==> config.mk <==
export PLATFORM = sky130hd
export DESIGN_NAME = fifo_time_search_queue
export DESIGN_NICKNAME = d
export VERILOG_FILES = /design/src/hdl/fts_pkg.sv /design/src/hdl/fts_ram.sv /design/src/hdl/fts_ctrl.sv /design/src/hdl/fts_datapath.sv /design/src/hdl/fifo_time_search_queue.sv
export SDC_FILE = /design/constraint.sdc
export NUM_CORES = 2
export LEC_CHECK = 0
export ABC_CLOCK_PERIOD_IN_PS = 5720
export BUFFER_PORTS_ARGS = -buffer_cell sky130_fd_sc_hd__buf_2
export CORE_MARGIN = 3
export CORE_UTILIZATION = 63
export CTS_CLUSTER_DIAMETER = 150
export CTS_CLUSTER_SIZE = 8
export DETAILED_ROUTE_END_ITERATION = 10
export PLACE_DENSITY = 0.8
export SYNTH_ARGS = -nofsm -noshare
export SYNTH_HDL_FRONTEND = slang
export SYNTH_SLANG_ARGS = --single-unit
export TNS_END_PERCENT = 30
==> constraint.sdc <==
create_clock -name clock -period 5.72 [get_ports clock]
set_input_delay 0.858 -clock clock [delete_from_list [all_inputs] [get_ports clock]]
set_output_delay 0.858 -clock clock [all_outputs]
set_load 0.02 [all_outputs]
==> src/hdl/fts_pkg.sv <==
// Shared types, codes and defaults for the time-search FIFO queue.
package fts_pkg;

   localparam int DEPTH_DEF     = 64;
   localparam int ITEM_BITS_DEF = 16;
   localparam int TIME_BITS_DEF = 32;

   typedef enum logic [2:0] {
      FUNC_INSERT      = 3'd0,
      FUNC_DELETE      = 3'd1,
      FUNC_FIND_ITEM   = 3'd2,
      FUNC_FIND_TIME   = 3'd3,
      FUNC_COUNT_ALL   = 3'd4,
      FUNC_COUNT_AFTER = 3'd5
   } func_type;

   typedef enum logic [1:0] {
      ST_OK        = 2'd0,
      ST_FULL      = 2'd1,
      ST_EMPTY     = 2'd2,
      ST_NOT_FOUND = 2'd3
   } status_type;

   typedef enum logic [2:0] {
      S_IDLE,
      S_DECODE,
      S_DEL_WAIT,
      S_SCAN,
      S_RESP
   } state_type;

   // controller -> datapath
   typedef struct packed {
      logic load;
      logic ins;
      logic full_drop;
      logic empty_rpt;
      logic del_take;
      logic scan_run;
      logic scan_miss;
   } cmd_type;

   // datapath -> controller
   typedef struct packed {
      logic [2:0] func;
      logic       empty;
      logic       full;
      logic       hit;
      logic       last;
   } stat_type;

endpackage

==> src/hdl/fts_ram.sv <==
// Generic single-write, single-read RAM with registered read data.
module fts_ram #(
   parameter int WIDTH = 8,
   parameter int DEPTH = 64
) (
   input  logic                     clock,
   input  logic                     wr_en,
   input  logic [$clog2(DEPTH)-1:0] wr_addr,
   input  logic [WIDTH-1:0]         wr_data,
   input  logic [$clog2(DEPTH)-1:0] rd_addr,
   output logic [WIDTH-1:0]         rd_data
);

   logic [WIDTH-1:0] mem [DEPTH];
   logic [WIDTH-1:0] rd_data_ff;

   always_ff @(posedge clock) begin
      if (wr_en) begin
         mem[wr_addr] <= wr_data;
      end
      rd_data_ff <= mem[rd_addr];
   end

   assign rd_data = rd_data_ff;

endmodule

==> src/hdl/fts_ctrl.sv <==
// Request sequencer: decodes a beat, runs the head-to-tail scan, issues the result.
module fts_ctrl import fts_pkg::*; (
   input  logic     clock,
   input  logic     reset,
   input  logic     start,
   input  stat_type stat,
   output cmd_type  cmd,
   output logic     busy,
   output logic     rsp_valid
);

   state_type state_ff, state_in;
   logic      is_find;

   assign is_find = stat.func inside {FUNC_FIND_ITEM, FUNC_FIND_TIME};

   always_ff @(posedge clock) begin
      if (reset) begin
         state_ff <= S_IDLE;
      end else begin
         state_ff <= state_in;
      end
   end

   always_comb begin
      state_in = state_ff;
      case (state_ff)
         S_IDLE: begin
            if (start) state_in = S_DECODE;
         end
         S_DECODE: begin
            case (stat.func)
               FUNC_DELETE:
                  state_in = stat.empty ? S_RESP : S_DEL_WAIT;
               FUNC_FIND_ITEM, FUNC_FIND_TIME, FUNC_COUNT_AFTER:
                  state_in = stat.empty ? S_RESP : S_SCAN;
               default:
                  state_in = S_RESP;
            endcase
         end
         S_DEL_WAIT: state_in = S_RESP;
         S_SCAN: begin
            if ((is_find && stat.hit) || stat.last) state_in = S_RESP;
         end
         S_RESP:  state_in = S_IDLE;
         default: state_in = S_IDLE;
      endcase
   end

   always_comb begin
      cmd       = '0;
      busy      = 1'b1;
      rsp_valid = 1'b0;
      case (state_ff)
         S_IDLE: begin
            busy     = 1'b0;
            cmd.load = start;
         end
         S_DECODE: begin
            case (stat.func)
               FUNC_INSERT: begin
                  cmd.full_drop = stat.full;
                  cmd.ins       = !stat.full;
               end
               FUNC_DELETE, FUNC_FIND_ITEM, FUNC_FIND_TIME: begin
                  cmd.empty_rpt = stat.empty;
               end
               default: ;
            endcase
         end
         S_DEL_WAIT: cmd.del_take = 1'b1;
         S_SCAN: begin
            cmd.scan_run  = 1'b1;
            cmd.scan_miss = is_find && stat.last && !stat.hit;
         end
         S_RESP:  rsp_valid = 1'b1;
         default: ;
      endcase
   end

endmodule

==> src/hdl/fts_datapath.sv <==
// Queue pointers, counters, entry RAM, scan compare and result registers.
module fts_datapath import fts_pkg::*; #(
   parameter int DEPTH     = DEPTH_DEF,
   parameter int ITEM_BITS = ITEM_BITS_DEF,
   parameter int TIME_BITS = TIME_BITS_DEF,
   parameter int AW        = $clog2(DEPTH),
   parameter int CNT_W     = $clog2(DEPTH + 1)
) (
   input  logic                 clock,
   input  logic                 reset,
   input  cmd_type              cmd,
   output stat_type             stat,
   input  logic [2:0]           req_func,
   input  logic [ITEM_BITS-1:0] req_item_value,
   input  logic [TIME_BITS-1:0] req_time_value,
   output logic [1:0]           rsp_status,
   output logic [AW-1:0]        rsp_found_position,
   output logic [ITEM_BITS-1:0] rsp_found_item,
   output logic [TIME_BITS-1:0] rsp_found_time,
   output logic [CNT_W-1:0]     rsp_result_count,
   output logic [31:0]          rsp_departures
);

   localparam int ENTRY_W = ITEM_BITS + TIME_BITS;

   logic [2:0]           func_ff, func_in;
   logic [ITEM_BITS-1:0] item_ff, item_in;
   logic [TIME_BITS-1:0] time_ff, time_in;
   logic [AW-1:0]        head_ff, head_in, tail_ff, tail_in, rd_ptr_ff, rd_ptr_in;
   logic [CNT_W-1:0]     occ_ff, occ_in, ic_ff, ic_in, hits_ff, hits_in;
   logic [31:0]          dep_ff, dep_in;
   logic                 dv_ff, dv_in;
   logic [AW-1:0]        chk_ff, chk_in, pos_ff, pos_in;
   status_type           st_ff, st_in;
   logic [ITEM_BITS-1:0] fitem_ff, fitem_in;
   logic [TIME_BITS-1:0] ftime_ff, ftime_in;

   logic [ENTRY_W-1:0]   rd_data;
   logic [ITEM_BITS-1:0] rd_item;
   logic [TIME_BITS-1:0] rd_time;
   logic                 match, hit, issue;

   fts_ram #(.WIDTH(ENTRY_W), .DEPTH(DEPTH)) u_ram (
      .clock   (clock),
      .wr_en   (cmd.ins),
      .wr_addr (tail_ff),
      .wr_data ({item_ff, time_ff}),
      .rd_addr (rd_ptr_ff),
      .rd_data (rd_data)
   );

   assign rd_item = rd_data[ENTRY_W-1:TIME_BITS];
   assign rd_time = rd_data[TIME_BITS-1:0];
   assign match   = (func_ff == FUNC_FIND_ITEM) ? (rd_item == item_ff) : (rd_time >= time_ff);
   assign hit     = dv_ff && match;
   assign issue   = ic_ff < occ_ff;

   assign stat.func  = func_ff;
   assign stat.empty = (occ_ff == '0);
   assign stat.full  = (occ_ff == CNT_W'(DEPTH));
   assign stat.hit   = hit;
   assign stat.last  = dv_ff && (CNT_W'(chk_ff) == occ_ff - 1'b1);

   always_ff @(posedge clock) begin
      if (reset) begin
         head_ff <= '0;
         tail_ff <= '0;
         occ_ff  <= '0;
         dep_ff  <= '0;
         dv_ff   <= 1'b0;
      end else begin
         head_ff <= head_in;
         tail_ff <= tail_in;
         occ_ff  <= occ_in;
         dep_ff  <= dep_in;
         dv_ff   <= dv_in;
      end
   end

   always_ff @(posedge clock) begin
      func_ff   <= func_in;
      item_ff   <= item_in;
      time_ff   <= time_in;
      rd_ptr_ff <= rd_ptr_in;
      ic_ff     <= ic_in;
      hits_ff   <= hits_in;
      chk_ff    <= chk_in;
      pos_ff    <= pos_in;
      st_ff     <= st_in;
      fitem_ff  <= fitem_in;
      ftime_ff  <= ftime_in;
   end

   always_comb begin
      func_in   = func_ff;
      item_in   = item_ff;
      time_in   = time_ff;
      head_in   = head_ff;
      tail_in   = tail_ff;
      occ_in    = occ_ff;
      dep_in    = dep_ff;
      rd_ptr_in = rd_ptr_ff;
      ic_in     = ic_ff;
      dv_in     = dv_ff;
      chk_in    = chk_ff;
      hits_in   = hits_ff;
      pos_in    = pos_ff;
      st_in     = st_ff;
      fitem_in  = fitem_ff;
      ftime_in  = ftime_ff;

      if (cmd.load) begin
         func_in   = req_func;
         item_in   = req_item_value;
         time_in   = req_time_value;
         rd_ptr_in = head_ff;   // also reads the head for a delete
         ic_in     = '0;
         dv_in     = 1'b0;
         hits_in   = '0;
         pos_in    = '0;
         st_in     = ST_OK;
         fitem_in  = '0;
         ftime_in  = '0;
      end
      if (cmd.ins) begin
         tail_in = (tail_ff == AW'(DEPTH - 1)) ? '0 : tail_ff + 1'b1;
         occ_in  = occ_ff + 1'b1;
      end
      if (cmd.full_drop) st_in = ST_FULL;
      if (cmd.empty_rpt) st_in = ST_EMPTY;
      if (cmd.scan_miss) st_in = ST_NOT_FOUND;
      if (cmd.del_take) begin
         fitem_in = rd_item;
         ftime_in = rd_time;
         head_in  = (head_ff == AW'(DEPTH - 1)) ? '0 : head_ff + 1'b1;
         occ_in   = occ_ff - 1'b1;
         dep_in   = dep_ff + 1'b1;
      end
      if (cmd.scan_run) begin
         // read issue runs ahead of the compare, which sees the entry through the registered RAM read
         dv_in = issue;
         if (issue) begin
            rd_ptr_in = (rd_ptr_ff == AW'(DEPTH - 1)) ? '0 : rd_ptr_ff + 1'b1;
            ic_in     = ic_ff + 1'b1;
            chk_in    = ic_ff[AW-1:0];
         end
         if (hit && (func_ff inside {FUNC_FIND_ITEM, FUNC_FIND_TIME})) begin
            pos_in   = chk_ff;
            fitem_in = rd_item;
            ftime_in = rd_time;
         end
         if (hit && (func_ff == FUNC_COUNT_AFTER)) hits_in = hits_ff + 1'b1;
      end
   end

   assign rsp_status         = st_ff;
   assign rsp_found_position = pos_ff;
   assign rsp_found_item     = fitem_ff;
   assign rsp_found_time     = ftime_ff;
   assign rsp_result_count   = (func_ff == FUNC_COUNT_AFTER) ? hits_ff : occ_ff;
   assign rsp_departures     = dep_ff;

endmodule

==> src/hdl/fifo_time_search_queue.sv <==
// Top level: bounded FIFO of (item, time) entries with search and count requests.
//
//  channel | ports                                   | handshake
//  --------+-----------------------------------------+------------------------------
//  request | req_func, req_item_value, req_time_value | beat taken when start && !busy
//  result  | rsp_status .. rsp_departures            | rsp_valid high one cycle
//
//  For insert, count-all and unused codes the result beat follows the decode state; a
//  delete that finds an entry also passes a read-wait state. Find and count-after walk the
//  entries from the head through the single RAM read port, one per cycle.
//  busy drops the cycle after the result strobe, so one beat is in flight at a time.
//  Synchronous reset empties the queue and clears the departure count; entry
//  contents are not cleared. Results cannot be stalled.
module fifo_time_search_queue import fts_pkg::*; #(
   parameter int DEPTH     = DEPTH_DEF,
   parameter int ITEM_BITS = ITEM_BITS_DEF,
   parameter int TIME_BITS = TIME_BITS_DEF
) (
   input  logic                           clock,
   input  logic                           reset,
   input  logic                           start,
   output logic                           busy,
   input  logic [2:0]                     req_func,
   input  logic [ITEM_BITS-1:0]           req_item_value,
   input  logic [TIME_BITS-1:0]           req_time_value,
   output logic                           rsp_valid,
   output logic [1:0]                     rsp_status,
   output logic [$clog2(DEPTH)-1:0]       rsp_found_position,
   output logic [ITEM_BITS-1:0]           rsp_found_item,
   output logic [TIME_BITS-1:0]           rsp_found_time,
   output logic [$clog2(DEPTH + 1)-1:0]   rsp_result_count,
   output logic [31:0]                    rsp_departures
);

   cmd_type  cmd;
   stat_type stat;

   fts_ctrl u_ctrl (
      .clock     (clock),
      .reset     (reset),
      .start     (start),
      .stat      (stat),
      .cmd       (cmd),
      .busy      (busy),
      .rsp_valid (rsp_valid)
   );

   fts_datapath #(
      .DEPTH     (DEPTH),
      .ITEM_BITS (ITEM_BITS),
      .TIME_BITS (TIME_BITS)
   ) u_dp (
      .clock              (clock),
      .reset              (reset),
      .cmd                (cmd),
      .stat               (stat),
      .req_func           (req_func),
      .req_item_value     (req_item_value),
      .req_time_value     (req_time_value),
      .rsp_status         (rsp_status),
      .rsp_found_position (rsp_found_position),
      .rsp_found_item     (rsp_found_item),
      .rsp_found_time     (rsp_found_time),
      .rsp_result_count   (rsp_result_count),
      .rsp_departures     (rsp_departures)
   );

endmodule

Word level (Yosys, flattened, before mapping) --
Memory sizes are Yosys's and may differ from the RTL's. A register that Yosys moved wholly into a read port is not among the register bits. Cells that the tools add are included.
Storage, ports and cells: register bits after elaboration 188, bits in latches 0, RAM bits 3072, ROM bits 0, input bits 54, output and inout port bits 97, memories kept 1
Operators by class: add/sub/neg operators 8, multiply operators 0, divide/modulo/power cells 0, $lt $le $gt $ge 2, eq/ne operators 16, shifts and indexed selects 0, muxes and demuxes 48, bitwise operators 0, reductions and logical operators 22
Memory list:
- u_dp.u_ram.mem | words 64, bits a word 48, read ports 1, clocked after Yosys merged registers in 1, write ports 1, RTL line fts_ram.sv:14 | logic [WIDTH-1:0] mem [DEPTH];
Operator list (count):
- two-way mux 32 bit | 4
- two-way mux 16 bit | 4
- two-way mux 7 bit | 9
- two-way mux 6 bit | 9
- adder 32 x 1 -> 32 bit, second input constant | 1
- greater-or-equal comparator 32 bit | 1
- adder 7 x 1 -> 7 bit, second input constant | 3
- adder 6 x 1 -> 6 bit, second input constant | 3
- == test 6 bit, second input constant | 3
- == test 16 bit | 1
- two-way mux 3 bit | 5
- == test 3 x 2 -> 1 bit, second input constant | 4
- one-hot mux 3 bit (4 select lines) | 1
- two-way mux 1 bit | 11
- two-way mux 2 bit | 4
- nonzero test 2 bit | 4
- == test 6 x 7 -> 1 bit | 1
- == test 7 bit, second input constant | 1
- logical NOT 7 bit | 1
- < comparator 7 bit | 1
- subtractor 7 x 1 -> 7 bit, second input constant | 1
- == test 3 x 1 -> 1 bit, second input constant | 2
- == test 3 bit, second input constant | 2
- logical AND 1 bit | 6
- other kinds (10) | 14

Logic depth before layout (Yosys ltp) --
depth in word-level cells 7, depth in mapped cells 13, mapped depth without buffers 9

Modules after synthesis --
A second synthesis with hierarchy kept.
Unflattened totals: cells, all modules 5811, area total of the unflattened synthesis 125947.0 um^2
By module, submodules not included:
- fts_ram | times used 1, cells an instance 4970, area an instance 117117.3 um^2, seq. area each 93209.4 um^2
- fts_datapath | times used 1, cells an instance 809, area an instance 8559.5 um^2, seq. area each 4274.1 um^2
- fts_ctrl | times used 1, cells an instance 32, area an instance 270.3 um^2, seq. area each 60.1 um^2

Worst setup path after synthesis --
Ideal clock, no wire load.
path type register to register, start point register u_dp.occ_ff[0], end point memory u_dp.u_ram.mem[63][0] (netlist name) (enable), setup time 454 ps, arrival 4040 ps, data required time 5266 ps, setup slack 1226 ps, cell stages (with the launch flop) 13, path buffers 4, path through dfxtp_1 -> clkbuf_1 -> inv_1 -> ha_1 -> nor3b_2 -> nand3_1 -> and2_1 -> buf_2 -> and2_1 -> buf_2 -> nand3_1 -> buf_2 -> nor2_1
On the way: longest elaborated chain between the ends 6
RTL lines:
- start: declaration | RTL line fts_datapath.sv:30 | logic [CNT_W-1:0] occ_ff, occ_in, ic_ff, ic_in, hits_ff, hits_in;
- start signal: assignment | RTL line fts_datapath.sv:74 | occ_ff <= occ_in;
- == test 7 bit | RTL line fts_datapath.sv:60 | assign stat.full = (occ_ff == CNT_W'(DEPTH));
- logical NOT 1 bit | RTL line fts_ctrl.sv:63 | cmd.ins = !stat.full;
- two-way mux 2 bit | RTL line fts_ctrl.sv:60 | case (stat.func)
- two-way mux 3 bit | RTL line fts_ctrl.sv:54 | case (state_ff)
- two-way mux 1 bit | RTL line fts_ram.sv:18 | if (wr_en) begin
- two-way mux 1 bit (implied by the code) | RTL line fts_ram.sv:19 | mem[wr_addr] <= wr_data;
- end: declaration | RTL line fts_ram.sv:14
No other way between the ends.

Worst setup path in the final report --
start point register u_dp.time_ff[3], end point register u_dp.ftime_ff[19], in the netlist u_dp.rsp_found_time[19]
On the way: longest elaborated chain between the ends 6
RTL lines:
- start: declaration | RTL line fts_datapath.sv:28 | logic [TIME_BITS-1:0] time_ff, time_in;
- start signal: assignment | RTL line fts_datapath.sv:83 | time_ff <= time_in;
- greater-or-equal comparator 32 bit | RTL line fts_datapath.sv:54 | assign match = (func_ff == FUNC_FIND_ITEM) ? (rd_item == item_ff) : (rd_time >= time_ff);
- two-way mux 1 bit | RTL line fts_datapath.sv:54
- logical AND 1 bit | RTL line fts_datapath.sv:55 | assign hit = dv_ff && match;
- logical AND 1 bit | RTL line fts_datapath.sv:147 | if (hit && (func_ff inside {FUNC_FIND_ITEM, FUNC_FIND_TIME})) begin
- two-way mux 32 bit | RTL line fts_datapath.sv:147
- two-way mux 32 bit | RTL line fts_datapath.sv:139 | if (cmd.scan_run) begin
- net u_dp.ftime_in[19] | RTL line fts_datapath.sv:36 | logic [TIME_BITS-1:0] ftime_ff, ftime_in;
- end signal: assignment | RTL line fts_datapath.sv:91 | ftime_ff <= ftime_in;
- end: declaration | RTL line fts_datapath.sv:36
The timed path passes the listed nets, and every way through them passes these cells. A chain may end at the register's enable or synchronous reset.

==> results.toml <==
[status]
outcome = "complete, no violations"

[timing]
fin_crit_sh = 0.834
relSlewSlack = 0.0864
fin_skew_ns = 0.0861
max_clock_freq_mhz = 210
drv_slew = 0
final_hold_viol_count = 0
grt_setup_unrepaired = "no"
worstMarginPinSlew_ns = 1.37
min_period_ns = 4.77
tns_ns = 0
setup_slack_ns = 0.950
finalSetupViolations = 0

[floorplanning]
rows = 163
die_w_um = 454
coreArea_mm2 = 0.199
die_area_mm2 = 0.206
die_h_um = 454
io_pins = 151
initial_core_util = 0.637

[critical_path]
cp_num_buf_inv = 3
worst_setup_path_end_kind = "flip-flop"
crit_type = "flip-flop to flip-flop"
worstPathMaxFanout = 65
cp_common_cell = "buf_4"
cp-start-kind = "flip-flop"
cp.required_ns = 6.60
max_stage_delay_ns = 1.09
crit_path_cell_trace = "buf_4, inv_1, ha_1, a2111oi_0, a211o_1, a211oi_1, o41ai_4, nor2_4, buf_4, o2bb2ai_1"
path_delay_family = "compound AO/OA/AOI/OAI gates"
slowest_stage = "o41ai_4"
crit_arrival_ns = 5.65

[place]
dp.final_hpwl_mm = 204
finalWeightedCongestion = 0.879
dp_cells = 8765
pre_cts_ws_ns = 1.24
io_buffer_count = 150

[clock_network]
clock_sinks = 3308
clkLatencyLatePin_ns = 1.00
ctsHtreeMaxLevel = 5
clock-root-buffer = "clkbuf_16"
cts_buffers = 463
cts_tree = "yes"
clockBufferDepth = 4
cts_resized = 0
clkTransAtPathRegs_ns = 0.05

[final_layout]
final_cell_mix = "edfxtp_1, mux4_2, clkbuf_16"
finalNonFillerCells = 9518
drive_above_1_share = 0.237
area_delta_synth_final_pct = 14.7
nNetsFinal = 6691
final_core_util = 0.731
final_common_cell = "edfxtp_1"
n_fill_cell = 10300

[logic_synthesis]
synthCells = 6082
seq_area_frac_synth = 0.770
syn-num-nets = 6182
synth_edf_count = 3129
ys.flop_type = "edfxtp_1"
avgSynthCellArea_um2 = 20.8
yosysWarnings = 0
synth_cell_types = 64
synthesis.area_mm2 = 0.127
synthArstFlopShare = 0
synth-seq-cells = 3308

[grt]
grt_max_degree = 120
track_usage = 0.380
overflow = 0
antenna_found_initial = 35
first_global_vias = 71700
grt_pass1_wl_mm = 544

[pwr]
p_switching_w = 0.0125
p_int_w = 0.0427
combPwrFrac = 0.055
netSwitchingFraction = 0.226
seq_power_share = 0.496
p_clk_frac = 0.449
peakVddDrop_mv = 0.346
p_leak_nw = 44.6
finalPower_w = 0.0551
power_density_mw_per_mm2 = 380

[detailed_routing]
vias = 71600
wire_per_inst_um = 40.7
ant_nets = 0
drc_errors = 0
drt_iter0_drc = 13200
finalWirelength_mm = 387
drt-vias-per-instance = 7.53
dr.pass1.iters = 8

[worst_hold_path]
hold_path_class = "input port to flip-flop"

[flow_run]
drv_cap = 0
## layer usage
layer  up-vias  track usage  routed length [µm]
li1      26500            -                   -
met1     35900        0.491              121000
met2      7598        0.558              174000
met3      1586        0.134               61500
met4        20        0.239               29700
met5         -            0                 149
## synth_stat cells (22+ instances only)
master / instances / area share
ha_1: 46 / 0.0045
xor2_1: 46 / 0.0032
a21oi_1: 165 / 0.0065
edfxtp_1: 3129 / 0.74
inv_1: 54 / 0.0016
o2bb2ai_1: 47 / 0.0033
o21ai_0: 69 / 0.0027
mux4_2: 656 / 0.12
clkbuf_1: 183 / 0.0054
nand2_1: 157 / 0.0047
buf_1: 45 / 0.0013
o22ai_1: 136 / 0.0067
o221ai_1: 218 / 0.015
mux2i_1: 454 / 0.036
nor2_1: 134 / 0.0040
dfxtp_1: 179 / 0.028
nand3_1: 78 / 0.0031
nand4_1: 22 / 0.0011
buf_2: 111 / 0.0044
## power groups by stage
stage               registers (W)  logic [W]  clock network, W
finish                     0.0274    0.00301            0.0248
global route               0.0273    0.00304            0.0258
CTS                        0.0273    0.00288            0.0248
detailed placement         0.0278    0.00278                 0
global placement           0.0278    0.00268                 0
floorplan                  0.0279    0.00114                 0
## logic make-up (layout without fill, tap and decap cells)
| kind of cell | Yosys count | in the layout | synth area share |
|---|---|---|---|
| flops | 3308 | 3308 | 0.770 |
| fa+ha+maj | 46 | 46 | 0.00455 |
| mux | 1119 | 1119 | 0.153 |
| simple gates | 473 | 473 | 0.0173 |
| compound gates | 672 | 672 | 0.0368 |
| buf+inv | 401 | 1183 | 0.0133 |
| other cells | 0 | 14 | 0 |
| xor+xnor | 63 | 63 | 0.00436 |
## per-stage QoR
stage                     hold WS [ns]  area, µm²
after floorplan                  0.433     127000
after global placement           0.450     132000
after detailed placement         0.453     132000
after CTS                       0.0227     145000
after global routing            0.0432     145000
final                           0.0677     145000
## worst paths after layout
| path | slack, ns | cells past startpoint | from | end |
|---|---|---|---|---|
| min | 0.07 | 1 | req_func[1] | u_dp.func_ff[1] |
| max | 0.95 | 10 | u_dp.time_ff[3] | u_dp.rsp_found_time[19] |
| max reg2reg | 0.95 | 10 | u_dp.time_ff[3] | u_dp.rsp_found_time[19] |
| min reg2reg | 0.46 | 2 | u_dp.rsp_found_position[3] | u_dp.rsp_found_position[3] |
## final cells by class
type / count / area (µm²) / area share
inverter: 55 / 216 / 0.00149
multi-input combinational: 2373 / 27900 / 0.192
antenna: 14 / 35.0 / 0.000241
clock buffer: 728 / 12700 / 0.0872
timing repair buffer: 390 / 3330 / 0.0229
sequential: 3308 / 97600 / 0.672
clock inverter: 10 / 164 / 0.00113
tap: 2640 / 3300 / 0.0227
## repair_timing
action	4_1_cts	5_1_grt
hold endpoints to repair	1	0
buffers inserted	0	0
hold buffers	1	0
endpoints found under the setup margin	0	0
## flip-flops by register name (all words and copies together) (netlist names)
signal,cells
u_dp.u_ram.mem,3072
u_dp.u_ram.rd_data,48
u_dp.rsp_departures,32
u_dp.rsp_found_time,32
u_dp.time_ff,32
u_dp.item_ff,16
u_dp.rsp_found_item,16
u_dp.hits_ff,7
u_dp.ic_ff,7
u_dp.occ_ff,7
u_dp.chk_ff,6
u_dp.head_ff,6
u_dp.rd_ptr_ff,6
u_dp.rsp_found_position,6
u_dp.tail_ff,6
u_ctrl.state_ff,3
u_dp.func_ff,3
u_dp.rsp_status,2
u_dp.dv_ff,1
Power figures use the tool's default switching activity.
